**src/rtl/ezr_pkg.sv**
```systemverilog
// Shared constants, types and arithmetic helpers for the Euler rotation block.
package ezr_pkg;

    localparam int VecWidthDef   = 32;
    localparam int AngleWidthDef = 16;
    localparam int TrigStagesDef = 16;

    localparam int AtanEntries = 24;
    localparam int CW          = 34;   // CORDIC x/y width, Q.30 with headroom
    localparam int AW          = 32;   // CORDIC angle width, Q.28
    localparam int TW          = 33;   // trig value width after sign flip

    localparam logic signed [AW-1:0] AqPi     = 32'sd843314857;
    localparam logic signed [AW-1:0] AqTwoPi  = 32'sd1686629713;
    localparam logic signed [AW-1:0] AqHalfPi = 32'sd421657428;
    localparam logic signed [CW-1:0] CordicGain = 34'sd652032874;

    function automatic logic signed [AW-1:0] atan_q28(input logic [4:0] idx);
        logic signed [AW-1:0] v;
        case (idx)
            5'd0:  v = 32'sd210828714;
            5'd1:  v = 32'sd124459457;
            5'd2:  v = 32'sd65760959;
            5'd3:  v = 32'sd33381290;
            5'd4:  v = 32'sd16755422;
            5'd5:  v = 32'sd8385879;
            5'd6:  v = 32'sd4193963;
            5'd7:  v = 32'sd2097109;
            5'd8:  v = 32'sd1048571;
            5'd9:  v = 32'sd524287;
            5'd10: v = 32'sd262144;
            5'd11: v = 32'sd131072;
            5'd12: v = 32'sd65536;
            5'd13: v = 32'sd32768;
            5'd14: v = 32'sd16384;
            5'd15: v = 32'sd8192;
            5'd16: v = 32'sd4096;
            5'd17: v = 32'sd2048;
            5'd18: v = 32'sd1024;
            5'd19: v = 32'sd512;
            5'd20: v = 32'sd256;
            5'd21: v = 32'sd128;
            5'd22: v = 32'sd64;
            5'd23: v = 32'sd32;
            default: v = '0;
        endcase
        return v;
    endfunction

    // Q.30 product rounded back to Q.30.
    function automatic logic signed [TW:0] mul30(input logic signed [TW:0] a,
                                                  input logic signed [TW:0] b);
        logic signed [2*TW+1:0] p;
        p = a * b + (68'sd1 <<< 29);
        return (TW+1)'(p >>> 30);
    endfunction

    // Q.30 to Q.28 with rounding.
    function automatic logic signed [TW:0] to_q28(input logic signed [TW:0] v);
        logic signed [TW:0] t;
        t = v + 34'sd2;
        return t >>> 2;
    endfunction

    typedef struct packed {
        logic signed [TW-1:0] c;
        logic signed [TW-1:0] s;
    } t_trig;

endpackage

```
**src/rtl/ezr_cordic_cell.sv**
```systemverilog
// One registered rotation-mode CORDIC step carrying the rest of the item along.
module ezr_cordic_cell #(
    parameter int STAGE = 0,
    parameter int SIDE_W = 8
) (
    input  logic                               i_clk,
    input  logic                               i_en,
    input  logic signed [3*ezr_pkg::CW-1:0]    i_x,
    input  logic signed [3*ezr_pkg::CW-1:0]    i_y,
    input  logic signed [3*ezr_pkg::AW-1:0]    i_a,
    input  logic [SIDE_W-1:0]                  i_side,
    output logic signed [3*ezr_pkg::CW-1:0]    o_x,
    output logic signed [3*ezr_pkg::CW-1:0]    o_y,
    output logic signed [3*ezr_pkg::AW-1:0]    o_a,
    output logic [SIDE_W-1:0]                  o_side
);
    localparam int CW = ezr_pkg::CW;
    localparam int AW = ezr_pkg::AW;
    localparam logic signed [AW-1:0] Atan = ezr_pkg::atan_q28(5'(STAGE));

    logic signed [3*CW-1:0] n_x, n_y;
    logic signed [3*AW-1:0] n_a;

    always_comb begin
        for (int k = 0; k < 3; k++) begin
            logic signed [CW-1:0] x, y, xs, ys;
            logic signed [AW-1:0] a;
            x = i_x[k*CW +: CW];
            y = i_y[k*CW +: CW];
            a = i_a[k*AW +: AW];
            xs = x >>> STAGE;
            ys = y >>> STAGE;
            if (!a[AW-1]) begin
                n_x[k*CW +: CW] = x - ys;
                n_y[k*CW +: CW] = y + xs;
                n_a[k*AW +: AW] = a - Atan;
            end else begin
                n_x[k*CW +: CW] = x + ys;
                n_y[k*CW +: CW] = y - xs;
                n_a[k*AW +: AW] = a + Atan;
            end
        end
    end

    always_ff @(posedge i_clk) begin
        if (i_en) begin
            o_x <= n_x;
            o_y <= n_y;
            o_a <= n_a;
            o_side <= i_side;
        end
    end
endmodule

```
**config.mk**
```make
export PLATFORM = sky130hd
export DESIGN_NAME = ezr_cordic_cell
export DESIGN_NICKNAME = d
export VERILOG_FILES = /design/src/rtl/ezr_pkg.sv /design/src/rtl/ezr_cordic_cell.sv
export SDC_FILE = /design/constraint.sdc
export NUM_CORES = 1
export LEC_CHECK = 0
export ABC_CLOCK_PERIOD_IN_PS = 4410
export BUFFER_PORTS_ARGS = -buffer_cell sky130_fd_sc_hd__buf_2
export CAP_MARGIN = 20
export CORE_UTILIZATION = 40
export CTS_CLUSTER_DIAMETER = 80
export CTS_CLUSTER_SIZE = 28
export DETAILED_ROUTE_END_ITERATION = 12
export MAX_ROUTING_LAYER = met4
export PLACE_DENSITY_LB_ADDON = 0.15
export SLEW_MARGIN = 20
export SYNTH_ARGS = -nofsm -noshare
export SYNTH_HDL_FRONTEND = slang
export SYNTH_SLANG_ARGS = --single-unit
export TNS_END_PERCENT = 1
```
**constraint.sdc**
```tcl
create_clock -name i_clk -period 4.41 [get_ports i_clk]
set_clock_uncertainty 0.2 [all_clocks]
set_input_delay 0.441 -clock i_clk [delete_from_list [all_inputs] [get_ports i_clk]]
set_output_delay 0.441 -clock i_clk [all_outputs]
set_load 0.02 [all_outputs]
```
==> results.sh, run 1 <==
export IMPL_status="completed"
export IMPL_grt_pass1_wl_um=163000
export IMPL_root_buffer="clkbuf_16"
export IMPL_area_growth_syn_to_layout_pct=18.99
export IMPL_routed_wl_um=107700
export IMPL_dp_cells=5018
export IMPL_synthAdderAreaFrac_pct=16.91
export IMPL_synth_top_area_cell="edfxtp_1"
export IMPL_dieHeight_um=276.1
export IMPL_maxCapViolations=0
export IMPL_cpPeakStageDelay_ps=530
export IMPL_critPathKind="in -> reg"
export IMPL_hpwlAfterDp_um=88010
export IMPL_muxShareOfSynthArea_pct=1.669
export IMPL_ios=618
export IMPL_grt_pass1_vias=26840
export IMPL_power_density_nw_per_um2=320.5
export IMPL_end_kind="flop"
export IMPL_yosysSeqAreaShare_pct=30.47
export IMPL_critPathRequiredTime_ps=4570
export IMPL_synth_seq_cells=305
export IMPL_drt_iter0_markers=2616
export IMPL_post_cts_buffers=0
export IMPL_htreeDepth=1
export IMPL_synth_distinct_cells=84
export IMPL_detail_route_wl_per_cell_um=21.08
export IMPL_die_area_um2=76250
export IMPL_floorplan_initialDensity_pct=40.38
export IMPL_cp_max_fo=4
export IMPL_first_pass_iters=5
export IMPL_dp_slack_ps=251.3
export IMPL_finalHoldViolCount=0
export IMPL_syn_area_per_cell_um2=8.660
export IMPL_syn_inst=3471
export IMPL_cts_buffers_inserted=27
export IMPL_grt_remaining_overflow=0
export IMPL_synth_compound_area_share_pct=24.72
export IMPL_nNetsFinal=4806
export IMPL_die_x_um=276.1
export IMPL_critical_path_arrival_ps=4070
export IMPL_io_buffers=617
export IMPL_fmax_mhz=255.4
export IMPL_synth_top_family_by_area="compound AO/OA/AOI/OAI gates"
export IMPL_avgViaCountPerCell=5.556
export IMPL_cts_resized=0
export IMPL_slew_headroom_pct=44.37
export IMPL_syn_cell_area_um2=30060
export IMPL_drc=0
export IMPL_power_leakage_nw=16.28
export IMPL_async_flop_share_pct=0
export IMPL_drive_gt1_share_pct=19.40
export IMPL_synthSimpleGateAreaFrac_pct=12.56
export IMPL_setup_slack_ps=494.8
export IMPL_synth_warnings=0
export IMPL_synth_edff_count=305
export IMPL_startpoint_type="input port"
export IMPL_synth_common_cells="a21oi_1 (431), ha_1 (387), nor2_1 (323)"
export IMPL_tightestPinTransition_ps=834.4
export IMPL_cts_tree="built"
export IMPL_netlist_top_cells_area="edfxtp_1 (30%), ha_1 (16%), a21oi_1 (7.2%)"
export IMPL_finalSetupViolations=0
export IMPL_row_count=100
export IMPL_cts_hold_fix_buffers=19
export IMPL_core_um2=74450
export IMPL_drtAntennaViolNets=0
export IMPL_cts_sinks=305
export IMPL_slew_viol_final=0
export IMPL_synthFlopType="edfxtp_1"
export IMPL_timing_final_crit_share_pct=88.78
export IMPL_slowest_stage="dlygate4sd3_1"
export IMPL_crit_chain="dlygate4sd3_1 > buf_2 > ha_1 > fa_1 > nor2b_1 > o21ai_0 > and3b_1 > o41ai_2 > a211oi_1 > buf_4 > o21ba_2 > nor2_1 > a2111oi_0 > a311oi_1 > xnor2_1"
export IMPL_hold_path_class="in -> reg"
export IMPL_yosysMostFrequentCell="a21oi_1"
export IMPL_clk_pin_slew_worst_paths_ps=80
export IMPL_rsz0062_at_grt="false"
export IMPL_track_usage_pct=28.05
export IMPL_vdd_drop_max_mv=0.2415
export IMPL_antenna_found_initial=25
export IMPL_synth_top_area_share_pct=30.47
export IMPL_instances_no_fill=5109
export IMPL_finalSetupTns_ps=0
export IMPL_cts_buffer_depth=3
export IMPL_num_vias=28390
export IMPL_grt_max_degree=76
export IMPL_post_route_min_period_ps=3915
export IMPL_syn_num_nets=4180
export IMPL_gp_congestion=0.9735
export IMPL_hold_ws_ps=38.98
export IMPL_synth_xor_area_share_pct=7.867
[sequential cells by signal (all words and copies together) (netlist names)]
register,count
o_a,96
o_side,8
o_y,101
o_x,100
[power breakdown]
| part | internal (mW) | leakage [nW] | switching, mW |
|---|---|---|---|
| logic | 1.73 | 12.8 | 3.10 |
| clock network | 1.27 | 0.469 | 1.37 |
| registers | 3.84 | 2.99 | 0.155 |
[cell usage in the layout (no fill, tap or decap), drive strengths merged, types with 11 or more instances in the layout]
| master | count |
|---|---|
| a211oi | 49 |
| a21boi | 18 |
| a21o | 107 |
| a21oi | 431 |
| a221o | 11 |
| a221oi | 12 |
| a31oi | 31 |
| and2 | 17 |
| buf | 704 |
| clkbuf | 27 |
| clkinv | 20 |
| diode | 22 |
| dlygate4sd3 | 19 |
| edfxtp | 305 |
| fa | 12 |
| ha | 387 |
| inv | 333 |
| mux2i | 49 |
| nand2 | 170 |
| nand2b | 38 |
| nand3 | 51 |
| nand4 | 27 |
| nor2 | 323 |
| nor2b | 39 |
| nor3 | 61 |
| nor4 | 18 |
| o211ai | 33 |
| o21a | 31 |
| o21ai | 217 |
| o21bai | 83 |
| o31ai | 38 |
| or2 | 17 |
| or3 | 13 |
| or4 | 11 |
| xnor2 | 220 |
| xor2 | 50 |
[stage by stage]
step	util [%]	total power [mW]	instance area, µm²
after floorplan	-	7.062	30060
after global placement	46.42	8.829	34560
after detailed placement	46.42	8.814	34560
after CTS	47.97	11.53	35710
after global routing	48.04	12.07	35760
final	48.04	11.46	35770
[kinds of logic (layout without fill, tap and decap cells)]
| family | after synthesis | after routing |
|---|---|---|
| AOI/OAI and AO/OA | 1176 | 1176 |
| xor gates and xnor gates | 270 | 270 |
| adders and majority gates | 399 | 399 |
| buffers and inverters | 457 | 1104 |
| DFF | 305 | 305 |
| muxes | 50 | 50 |
| other | 0 | 22 |
| and+or+nand+nor | 814 | 814 |
[final timing paths]
check	start	endpoint	slack (ps)	cells after the start
worst max-delay path	i_y[0]	o_x[32]$_DFFE_PP_	490	15
worst min-delay path	i_y[34]	o_y[34]$_DFFE_PP_	40	3
[cell type report]
| cell class | count | area [µm²] |
|---|---|---|
| Antenna cell | 22 | 55.05 |
| Clock buffer | 27 | 675.6 |
| Clock inverter | 23 | 285.3 |
| Fill cell | 7332 | 38680 |
| Inverter | 331 | 1244 |
| Multi-Input combinational cell | 2709 | 19150 |
| Sequential cell | 305 | 9159 |
| Tap cell | 969 | 1212 |
| Timing Repair Buffer | 723 | 3981 |
[critical path: cells and delay by family]
family | cells | cell delay [ps]
adders and majority gates | 2 | 620
buffers and inverters | 3 | 850
AOI/OAI and AO/OA | 6 | 1450
and+or+nand+nor | 3 | 520
xor gates and xnor gates | 1 | 190
[routing by layer]
metal  global-route usage (%)  share of wire [%]  vias up  routed length (µm)
met3                    5.569                8.2      132                8827
met4                    6.675                2.4        0                2553
li1                         -                  -    13770                   -
met5                        -                  0        -                   0
met2                    42.95                 45     1069               48230
met1                    37.95                 45    13420               48110
Power figures use the tool's default switching activity.
==> run 2, diff against run 1 <==
- ABC_CLOCK_PERIOD_IN_PS: 4410 -> 4770
- CORE_UTILIZATION: 40 -> 35
- clock period: 4.41 -> 4.77 ns (I/O delays scaled with it)
==> run 2 against run 1 <==
Effect of this change:
- global-route usage decreased by 2.7 points
- via count fell by 0.86%
- combinational power fell by 8.1%
- critical path depth fell by 2
- largest cell class unchanged
==> results.sh, run 2 (synthesized netlist as in run 1, its figures left out) <==
export IMPL_status="completed"
export IMPL_cts_tree="built"
export IMPL_dp_cells=5166
export IMPL_cp_max_fo=11
export IMPL_root_buffer="clkbuf_16"
export IMPL_grt_pass1_wl_um=164400
export IMPL_drive_gt1_share_pct=19.11
export IMPL_post_cts_buffers=0
export IMPL_first_pass_iters=6
export IMPL_cts_buffer_depth=3
export IMPL_layout_commonest_cell="buf_2"
export IMPL_finalHoldViolCount=0
export IMPL_track_usage_pct=25.35
export IMPL_end_kind="flop"
export IMPL_io_buffers=617
export IMPL_clk_pin_slew_worst_paths_ps=90
export IMPL_rsz0062_at_grt="false"
export IMPL_die_x_um=295.1
export IMPL_avgViaCountPerCell=5.341
export IMPL_startpoint_type="input port"
export IMPL_floorplan_initialDensity_pct=35.30
export IMPL_gp_congestion=0.9509
export IMPL_antenna_found_initial=32
export IMPL_p_sw_mw=4.432
export IMPL_hold_path_class="in -> reg"
export IMPL_slew_headroom_pct=39.06
export IMPL_num_vias=28140
export IMPL_power_density_nw_per_um2=307.9
export IMPL_drc=0
export IMPL_critPathRequiredTime_ps=4910
export IMPL_detail_route_wl_per_cell_um=21.08
export IMPL_fmax_mhz=256.5
export IMPL_p_int_mw=6.645
export IMPL_critPathKind="in -> reg"
export IMPL_dp_slack_ps=385.9
export IMPL_tightestPinTransition_ps=902.3
export IMPL_finalSetupTns_ps=0
export IMPL_timing_final_crit_share_pct=81.75
export IMPL_nNetsFinal=4781
export IMPL_slew_viol_final=0
export IMPL_top_regs="o_y: 101 flops, o_x: 100 flops, o_a: 96 flops"
export IMPL_p_sw_share_pct=40.01
export IMPL_power_leakage_nw=16.24
export IMPL_area_growth_syn_to_layout_pct=19.69
export IMPL_post_route_min_period_ps=3899
export IMPL_vdd_drop_max_mv=0.2257
export IMPL_final_cell_mix="buf_2 (615), a21oi_1 (431), ha_1 (387)"
export IMPL_dieHeight_um=295.1
export IMPL_hpwlAfterDp_um=90400
export IMPL_finalSetupViolations=0
export IMPL_instances_no_fill=5269
export IMPL_core_um2=85150
export IMPL_htreeDepth=2
export IMPL_routed_wl_um=111100
export IMPL_grt_remaining_overflow=0
export IMPL_power_total_mw=11.08
export IMPL_setup_slack_ps=870.7
export IMPL_drt_iter0_markers=1948
export IMPL_row_count=107
export IMPL_maxCapViolations=0
export IMPL_die_area_um2=87060
export IMPL_cts_buffers_inserted=34
export IMPL_grt_max_degree=85
export IMPL_seq_power_share_pct=33.4
export IMPL_drtAntennaViolNets=0
export IMPL_largest_register_ffs=101
export IMPL_cts_sinks=305
export IMPL_grt_pass1_vias=26850
export IMPL_pwr_share_clk_pct=26.4
export IMPL_finalCoreUtilization_pct=42.25
export IMPL_top_register="o_y"
export IMPL_ios=618
export IMPL_combPwrFrac_pct=40.1
export IMPL_critical_path_arrival_ps=4040
## run 2: cell types whose count changed in the layout (fill, tap and decap cells not counted), sizes merged
cell         change
buf             -27
bufinv           +1
clkbuf           +9
clkinv           -4
clkinvlp         +1
diode            +5
dlygate4sd3      -5
inv              +5
## run 2: final cells by class
| cell class | count | area [µm²] |
|---|---|---|
| flip-flops and latches | 305 | 9159 |
| multi-input cells | 2709 | 19150 |
| inverters | 331 | 1242 |
| repair buffers | 691 | 3729 |
| diodes | 27 | 67.56 |
| fillers | 8767 | 49170 |
| clock buffers | 36 | 858.3 |
| clock inverters | 26 | 336.6 |
| well taps | 1144 | 1431 |
## run 2: path summary, 6_finish.rpt
check	start	to	cells past startpoint
min	i_a[65]	o_a[65]$_DFFE_PP_	2
max	i_x[46]	o_x[67]$_DFFE_PP_	13
## run 2: repair_timing
| action | in CTS | in global routing |
|---|---|---|
| hold buffers | 14 | 0 |
| gates resized for setup | 0 | 0 |
| hold endpoints to repair | 14 | 0 |
## run 2: power by group through the flow
stage	clock, mW	combinational [mW]	sequential (mW)
final	2.93	4.44	3.70
after global routing	3.11	4.83	3.75
after CTS	3.04	4.43	3.71
after detailed placement	0	4.40	3.77
after global placement	0	4.42	3.76
after floorplan	0	2.23	4.30
## run 2: routing by layer
metal	GRT usage, %	up-vias	part of all wire, %
li1	-	13730	-
met4	6.243	0	2.1
met5	-	-	0
met1	34.28	13340	46
met3	5.240	119	7.5
met2	38.45	954	44
## run 2: per-stage QoR
step / area, µm² / hold slack (ps)
global route: 35970 / 7.298
floorplan: 30060 / 375.9
CTS: 35910 / 13.69
global placement: 34570 / 454.5
detailed placement: 34570 / 455.7
finish: 35980 / 47.06
## run 2: worst max-delay path: stages
cell and delay, ps:
buf_2 110, inv_1 50, ha_1 510, and4_1 360
nand3_1 100, a211oi_1 350, nor4_1 180, o41ai_1 860
and2_1 250, o21ai_0 180, a21boi_0 280, a2bb2oi_1 240
xnor2_1 80
